--- config.mk ---
export PLATFORM = sky130hd
export DESIGN_NAME = frame_sort_by_sequence_id
export DESIGN_NICKNAME = d
export VERILOG_FILES = /design/src/rtl/core/fsbs_pkg.sv /design/src/rtl/core/fsbs_cell.sv /design/src/rtl/core/frame_sort_by_sequence_id.sv
export SDC_FILE = /design/constraint.sdc
export NUM_CORES = 2
export LEC_CHECK = 0
export BUFFER_PORTS_ARGS = -buffer_cell sky130_fd_sc_hd__buf_2
export CAP_MARGIN = 20
export CORE_MARGIN = 3
export CORE_UTILIZATION = 45
export CTS_CLUSTER_SIZE = 12
export DETAILED_ROUTE_END_ITERATION = 7
export PLACE_DENSITY = 0.68
export SLEW_MARGIN = 10
export SYNTH_ARGS = -nofsm -noshare
export SYNTH_HDL_FRONTEND = slang
export SYNTH_SLANG_ARGS = --single-unit
--- constraint.sdc ---
create_clock -name clk -period 16.7 [get_ports clk]
set_clock_uncertainty 0.05 [all_clocks]
set_input_delay 5.01 -clock clk [delete_from_list [all_inputs] [get_ports clk]]
set_output_delay 5.01 -clock clk [all_outputs]
set_load 0.01 [all_outputs]
--- src/rtl/core/fsbs_pkg.sv ---
`timescale 1ns / 1ps
// ----------------------------------------------------------------------------
// fsbs_pkg
// Shared types and constants for the frame sort block.
// ----------------------------------------------------------------------------
package fsbs_pkg;

    localparam int MAX_FRAMES    = 16;
    localparam int PAYLOAD_BYTES = 5;

    localparam int ID_W   = 8;
    localparam int PLD_W  = 40;
    localparam int LEN_W  = 3;
    localparam int CNT_W  = $clog2(MAX_FRAMES + 1);

    // packed stream words, padded to whole bytes
    localparam int DATA_BITS = ID_W + PLD_W + LEN_W;
    localparam int TDATA_W   = ((DATA_BITS + 7) / 8) * 8;

    // bits above PAYLOAD_BYTES bytes are cleared on store
    localparam logic [PLD_W-1:0] PAYLOAD_MASK =
        (PAYLOAD_BYTES * 8 >= PLD_W) ? {PLD_W{1'b1}}
                                     : ((PLD_W'(1) << (PAYLOAD_BYTES * 8)) - PLD_W'(1));

    typedef struct packed {
        logic              valid;
        logic [ID_W-1:0]   id;
        logic [PLD_W-1:0]  payload;
        logic [LEN_W-1:0]  length;
    } entry_t;

    typedef struct packed {
        logic insert;   // new frame broadcast to all cells
        logic shift;    // whole row moves one place toward cell 0
    } cell_ctrl_t;

endpackage

--- src/rtl/core/fsbs_cell.sv ---
`timescale 1ns / 1ps
// ----------------------------------------------------------------------------
// fsbs_cell
// One slot of the insertion row: holds a frame, compares against the
// broadcast frame, takes from its left neighbor on insert and from its
// right neighbor on unload.
// ----------------------------------------------------------------------------
module fsbs_cell
    import fsbs_pkg::*;
(
    input  logic       clk,
    input  logic       rst_n,
    input  cell_ctrl_t ctrl,
    input  entry_t     new_entry,
    input  entry_t     left_entry,
    input  logic       left_take,
    input  entry_t     right_entry,
    output entry_t     entry,
    output logic       take
);

    logic              valid_reg;
    logic              valid_next;
    logic [ID_W-1:0]   id_reg;
    logic [PLD_W-1:0]  payload_reg;
    logic [LEN_W-1:0]  length_reg;
    entry_t            entry_next;

    assign entry = '{valid: valid_reg, id: id_reg, payload: payload_reg, length: length_reg};

    // empty slots count as larger than any id; strict compare keeps arrival order
    assign take = !valid_reg || (id_reg > new_entry.id);

    always_comb
    begin
        entry_next = entry;
        if (ctrl.shift)
        begin
            entry_next = right_entry;
        end
        else if (ctrl.insert && take)
        begin
            entry_next = left_take ? left_entry : new_entry;
        end
        valid_next = entry_next.valid;
    end

    always_ff @(posedge clk or negedge rst_n)
    begin
        if (!rst_n)
        begin
            valid_reg <= 1'b0;
        end
        else
        begin
            valid_reg <= valid_next;
        end
    end

    always_ff @(posedge clk)
    begin
        id_reg      <= entry_next.id;
        payload_reg <= entry_next.payload;
        length_reg  <= entry_next.length;
    end

endmodule

--- src/rtl/core/frame_sort_by_sequence_id.sv ---
`timescale 1ns / 1ps
// ----------------------------------------------------------------------------
// frame_sort_by_sequence_id
// Collects a batch of frames into a sorted row of cells keyed by id and
// unloads the batch in ascending id order when the last frame arrives.
// ----------------------------------------------------------------------------
//  channel  | dir | tdata (low bit up)                   | tlast      | tuser
//  s_axis   | in  | seq_id, payload, payload_length      | last_frame | -
//  m_axis   | out | out_id, out_payload, out_length      | out_last   | overflow
//
//  Collect: one frame per cycle; every cell compares and shifts in the
//  same cycle, regardless of fill.
//  Unload: n results for n stored frames, one per cycle from cell 0 while
//  the output side keeps tready high; s_axis_tready is low during unload.
//  Frames arriving with MAX_FRAMES stored are dropped; overflow rides on
//  every result of that batch. Reset empties the row and the output stage.
// ----------------------------------------------------------------------------
module frame_sort_by_sequence_id
    import fsbs_pkg::*;
(
    input  logic               clk,
    input  logic               rst_n,
    input  logic               s_axis_tvalid,
    output logic               s_axis_tready,
    input  logic [TDATA_W-1:0] s_axis_tdata,   // seq_id, payload, payload_length
    input  logic               s_axis_tlast,
    output logic               m_axis_tvalid,
    input  logic               m_axis_tready,
    output logic [TDATA_W-1:0] m_axis_tdata,   // out_id, out_payload, out_length
    output logic               m_axis_tlast,
    output logic               m_axis_tuser    // overflow
);

    localparam logic ST_COLLECT = 1'b0;
    localparam logic ST_EMIT    = 1'b1;

    logic              state_reg, state_next;
    logic [CNT_W-1:0]  count_reg, count_next;
    logic              dropped_reg, dropped_next;

    logic              out_valid_reg, out_valid_next;
    logic [ID_W-1:0]   out_id_reg;
    logic [PLD_W-1:0]  out_payload_reg;
    logic [LEN_W-1:0]  out_length_reg;
    logic              out_last_reg;
    logic              out_ovf_reg;

    logic              in_xfer;
    logic              full;
    logic              load_out;
    cell_ctrl_t        ctrl;
    entry_t            new_entry;

    entry_t            cell_entry [MAX_FRAMES];
    logic              cell_take  [MAX_FRAMES];
    logic [MAX_FRAMES-1:0] valid_vec;

    assign s_axis_tready = (state_reg == ST_COLLECT);
    assign in_xfer       = s_axis_tvalid && s_axis_tready;
    assign full          = (count_reg == CNT_W'(MAX_FRAMES));
    assign load_out      = (state_reg == ST_EMIT) && (!out_valid_reg || m_axis_tready);

    assign ctrl.insert = in_xfer && !full;
    assign ctrl.shift  = load_out;

    assign new_entry.valid   = 1'b1;
    assign new_entry.id      = s_axis_tdata[ID_W-1:0];
    assign new_entry.payload = s_axis_tdata[ID_W +: PLD_W] & PAYLOAD_MASK;
    assign new_entry.length  = s_axis_tdata[ID_W + PLD_W +: LEN_W];

    genvar gi;
    generate
        for (gi = 0; gi < MAX_FRAMES; gi++)
        begin : g_cell
            entry_t left_e;
            logic   left_t;
            entry_t right_e;

            if (gi == 0)
            begin : g_head
                assign left_e = '0;
                assign left_t = 1'b0;
            end
            else
            begin : g_body
                assign left_e = cell_entry[gi-1];
                assign left_t = cell_take[gi-1];
            end

            if (gi == MAX_FRAMES - 1)
            begin : g_tail
                assign right_e = '0;
            end
            else
            begin : g_inner
                assign right_e = cell_entry[gi+1];
            end

            fsbs_cell u_cell (
                .clk         (clk),
                .rst_n       (rst_n),
                .ctrl        (ctrl),
                .new_entry   (new_entry),
                .left_entry  (left_e),
                .left_take   (left_t),
                .right_entry (right_e),
                .entry       (cell_entry[gi]),
                .take        (cell_take[gi])
            );

            assign valid_vec[gi] = cell_entry[gi].valid;
        end
    endgenerate

    always_comb
    begin
        state_next     = state_reg;
        count_next     = count_reg;
        dropped_next   = dropped_reg;
        out_valid_next = out_valid_reg;

        if (m_axis_tready)
        begin
            out_valid_next = 1'b0;
        end

        case (state_reg)
            ST_COLLECT:
            begin
                if (in_xfer)
                begin
                    if (full)
                    begin
                        dropped_next = 1'b1;
                    end
                    else
                    begin
                        count_next = count_reg + CNT_W'(1);
                    end
                    if (s_axis_tlast)
                    begin
                        state_next = ST_EMIT;
                    end
                end
            end
            ST_EMIT:
            begin
                if (load_out)
                begin
                    out_valid_next = 1'b1;
                    count_next     = count_reg - CNT_W'(1);
                    if (count_reg == CNT_W'(1))
                    begin
                        state_next   = ST_COLLECT;
                        dropped_next = 1'b0;
                    end
                end
            end
            default:
            begin
                state_next = ST_COLLECT;
            end
        endcase
    end

    always_ff @(posedge clk or negedge rst_n)
    begin
        if (!rst_n)
        begin
            state_reg     <= ST_COLLECT;
            count_reg     <= '0;
            dropped_reg   <= 1'b0;
            out_valid_reg <= 1'b0;
        end
        else
        begin
            state_reg     <= state_next;
            count_reg     <= count_next;
            dropped_reg   <= dropped_next;
            out_valid_reg <= out_valid_next;
        end
    end

    // output stage: head of the row moves out as the row shifts down
    always_ff @(posedge clk)
    begin
        if (load_out)
        begin
            out_id_reg      <= cell_entry[0].id;
            out_payload_reg <= cell_entry[0].payload;
            out_length_reg  <= cell_entry[0].length;
            out_last_reg    <= (count_reg == CNT_W'(1));
            out_ovf_reg     <= dropped_reg;
        end
    end

    assign m_axis_tvalid = out_valid_reg;
    assign m_axis_tdata  = TDATA_W'({out_length_reg, out_payload_reg, out_id_reg});
    assign m_axis_tlast  = out_last_reg;
    assign m_axis_tuser  = out_ovf_reg;

`ifndef SYNTHESIS
    // occupied cells always match the count, and cell 0 is occupied unless the row is empty
    a_count_matches: assert property (@(posedge clk) disable iff (!rst_n)
        ($countones(valid_vec) == int'(count_reg)) && (valid_vec[0] || (count_reg == '0)))
        else $error("cell occupancy disagrees with frame count");

    a_count_bound: assert property (@(posedge clk) disable iff (!rst_n)
        count_reg <= CNT_W'(MAX_FRAMES))
        else $error("frame count above row depth");

    a_emit_nonempty: assert property (@(posedge clk) disable iff (!rst_n)
        (state_reg == ST_EMIT) |-> (count_reg != '0))
        else $error("unload with empty row");

    a_last_ends_batch: assert property (@(posedge clk) disable iff (!rst_n)
        (load_out && (count_reg == CNT_W'(1))) |=>
            ((state_reg == ST_COLLECT) && (count_reg == '0) && !dropped_reg))
        else $error("batch not closed after final transfer");
`endif

endmodule

==> results.yml <==
run_status:
  status: "finished, final reports clean"
cells_and_area:
  layout.cells.most_common: "edfxtp_1"
  nNetsFinal: 4570
  largest_reg_flops: 640
  final_layout_size_suffix_gt1_share_pct: 8.36
  fillCellCount: 9246
  layout_common_cells: "edfxtp_1 (818), nand2_1 (770), o21ai_0 (551)"
  syn2layout_area_growth_pct: 9.54
synthesis:
  synthTopCellsByArea: "edfxtp_1 (52%), mux2i_1 (11%), nand2_1 (6.2%)"
  synth.distinct_cells: 52
  synth_top_cell_area_share_pct: 52.2
  synth_cells: 4509
  ys.flop_type: "edfxtp_1"
  yosysSeqAreaShare_pct: 55.7
  yosysWarnings: 0
  synth_area_leader_cell: "edfxtp_1"
  synth_area_sq_um: 47000
  synth_area_per_cell_sq_um: 10.4
  synth-edff-count: 818
  ys_seq_elements: 893
  ys_async_sr_fraction_pct: 2.69
setup_path:
  crit_fanout: 51
  cp_common_cell: "buf_4"
  startpoint_type: "input pin"
  slowest_delay_ns: 0.85
  critical_path.startpoint: "s_axis_tdata[3]"
  cp.required_ns: 16.91
  critPathCaptureType: "register"
  critPathArrivalTime_ns: 9.16
  timing.rr.start: "state_reg$_DFF_PN0_"
  critPathKind: "input pin to register"
  cp_cell_sequence: "buf_2 > inv_1 > ha_1 > nand3_1 > nor3_2 > o21ai_0 > a21oi_4 > buf_4 > o21ai_4 > buf_4"
  crit_slowest_cell: "a21oi_4"
cts:
  clock_sinks: 893
  cts_made_buffers: 97
  post_cts_buffers: 0
  ctsHoldBuffers: 0
  cts_tree: "done"
  cts_buffer_depth: 3
  h-tree-depth: 3
  clk_pin_slew_ns: 0.06
  clkLatencyLatePin_ns: 0.67
  root_buffer: "clkbuf_16"
  post_cts_resized: 0
sta:
  hold_viol: 0
  relSlewSlack_pct: 22.8
  worst_pin_slew_ns: 1.16
  period_needed_ns: 8.95
  fin_crit_sh_pct: 53.6
  setup_tns_ns: 0
  rsz0062_at_grt: "no"
  slew_violations: 0
  setup_viol: 0
  fmax_mhz: 112
hold_path:
  hp-class: "register to register"
  hp-start: "g_cell[0].u_cell.payload_reg[8]$_DFFE_PP_"
die:
  num_rows: 117
  die_h_um: 329
  io_pins: 121
  die_area_sq_um: 108000
  coreArea_sq_um: 103000
  die_w_um: 329
  start_util_pct: 45.8
global_route:
  grt-ovfl-total: 0
  grt_pass1_vias: 33900
  grt_start_max_net_pins: 246
  antenna_found_initial: 6
  grt_use_total_pct: 23.8
  grt_pass1_wl_mm: 202
route:
  drc_errors: 0
  dr.first_iter.drc_count: 4242
  via_per_inst: 6.07
  vias: 35400
  wl_mm: 132
  firstDrtPassIters: 8
  antenna_left: 0
  wire_per_inst_um: 22.7
power:
  peakVddDrop_v: 0.000199
  leakage_nw: 19.7
  p_per_area_nw_per_um2: 216
  design_power_total_w: 0.0111
placed_design:
  dpl.hpwl_mm: 75.2
  gp_congestion: 0.826
  port_buffers: 110
run:
  maxCapViolCount: 0
-- per-stage QoR --
stage | instances | area [sq um] | setup slack [ns] | utilization (%) | hold slack, ns
2_1_floorplan | 4513 | 47000 | 5.74 | - | 0.375
3_3_place_gp | 5644 | 48300 | 7.19 | 47.0 | 0.378
3_5_place_dp | 5644 | 48300 | 7.13 | 47.0 | 0.387
4_1_cts | 5827 | 51500 | 7.82 | 50.1 | 0.393
5_1_grt | 5829 | 51500 | 7.56 | 50.1 | 0.411
6_report | 5831 | 51500 | 7.75 | 50.1 | 0.385
-- synth_stat cells, types with 9 or more instances --
cell	n
nor2_1	236
a21o_1	11
a31oi_1	257
nand3_1	23
o21ai_0	563
a21oi_1	271
buf_6	10
dfxtp_1	51
o21ai_1	251
clkbuf_1	252
a221oi_1	9
nor3_1	22
nand4_1	10
buf_4	38
nand2_1	775
dfrtp_1	24
ha_1	132
edfxtp_1	818
o221ai_1	9
mux2i_1	511
buf_2	109
inv_1	58
-- critical path, delay by kind of cell --
kind	cells	cell delay, ns
adders and majority gates	1	0.47
AOI/OAI and AO/OA	3	1.13
and+or+nand+nor	2	0.41
buffers and inverters	4	2.04
-- report_power, final --
group          leakage [nW]  switching (W)  total, W  internal (W)
sequential             8.77       0.000587   0.00449       0.00390
combinational          9.35        0.00298   0.00447       0.00150
clock                  1.57       0.000913   0.00219       0.00127
total                  19.7        0.00448    0.0111       0.00667
-- kinds of logic (layout without fill, tap and decap cells) --
| family | count (synthesis) | after routing | share of synthesized area (%) |
|---|---|---|---|
| buf+inv | 468 | 416 | 4.49 |
| fa+ha+maj | 132 | 132 | 3.51 |
| xor+xnor | 5 | 5 | 0.0931 |
| other cells | 1 | 7 | 0.00797 |
| simple gates | 1092 | 1092 | 9.13 |
| compound gates | 1403 | 1403 | 16.1 |
| mux | 515 | 515 | 11.0 |
| flops | 893 | 893 | 55.7 |
-- layer usage --
metal	vias up	GRT usage (%)	part of all wire, %
met3	257	4.59	9.2
li1	16200	-	-
met2	1689	37.4	45
met4	2	7.67	3.0
met1	17200	33.1	43
met5	-	0	0.013
-- final timing paths --
check / to / slack, ns / depth (start not counted)
worst max register to register: g_cell[12].u_cell.payload_reg[18]$_DFFE_PP_ / 12.43 / 4
min in group asynchronous: g_cell[1].u_cell.valid_reg$_DFFE_PN0P_ / 4.39 / 1
worst min register to register: out_payload_reg[8]$_DFFE_PP_ / 0.38 / 0
max in group asynchronous: g_cell[12].u_cell.valid_reg$_DFFE_PN0P_ / 11.64 / 1
worst max-delay path: g_cell[7].u_cell.payload_reg[17]$_DFFE_PP_ / 7.75 / 10
worst min-delay path: out_payload_reg[8]$_DFFE_PP_ / 0.38 / 0
-- layout make-up --
| class | count | area (sq um) | share of cell area (%) |
|---|---|---|---|
| Tap cell | 1368 | 1710 | 3.32 |
| Antenna cell | 2 | 5.00 | 0.00971 |
| Inverter | 59 | 229 | 0.444 |
| Clock inverter | 46 | 455 | 0.884 |
| Sequential cell | 893 | 26200 | 50.8 |
| Clock buffer | 137 | 2750 | 5.34 |
| Multi-Input combinational cell | 3152 | 19100 | 37.0 |
| Timing Repair Buffer | 174 | 1110 | 2.15 |
(Power assumes the default switching activity.)
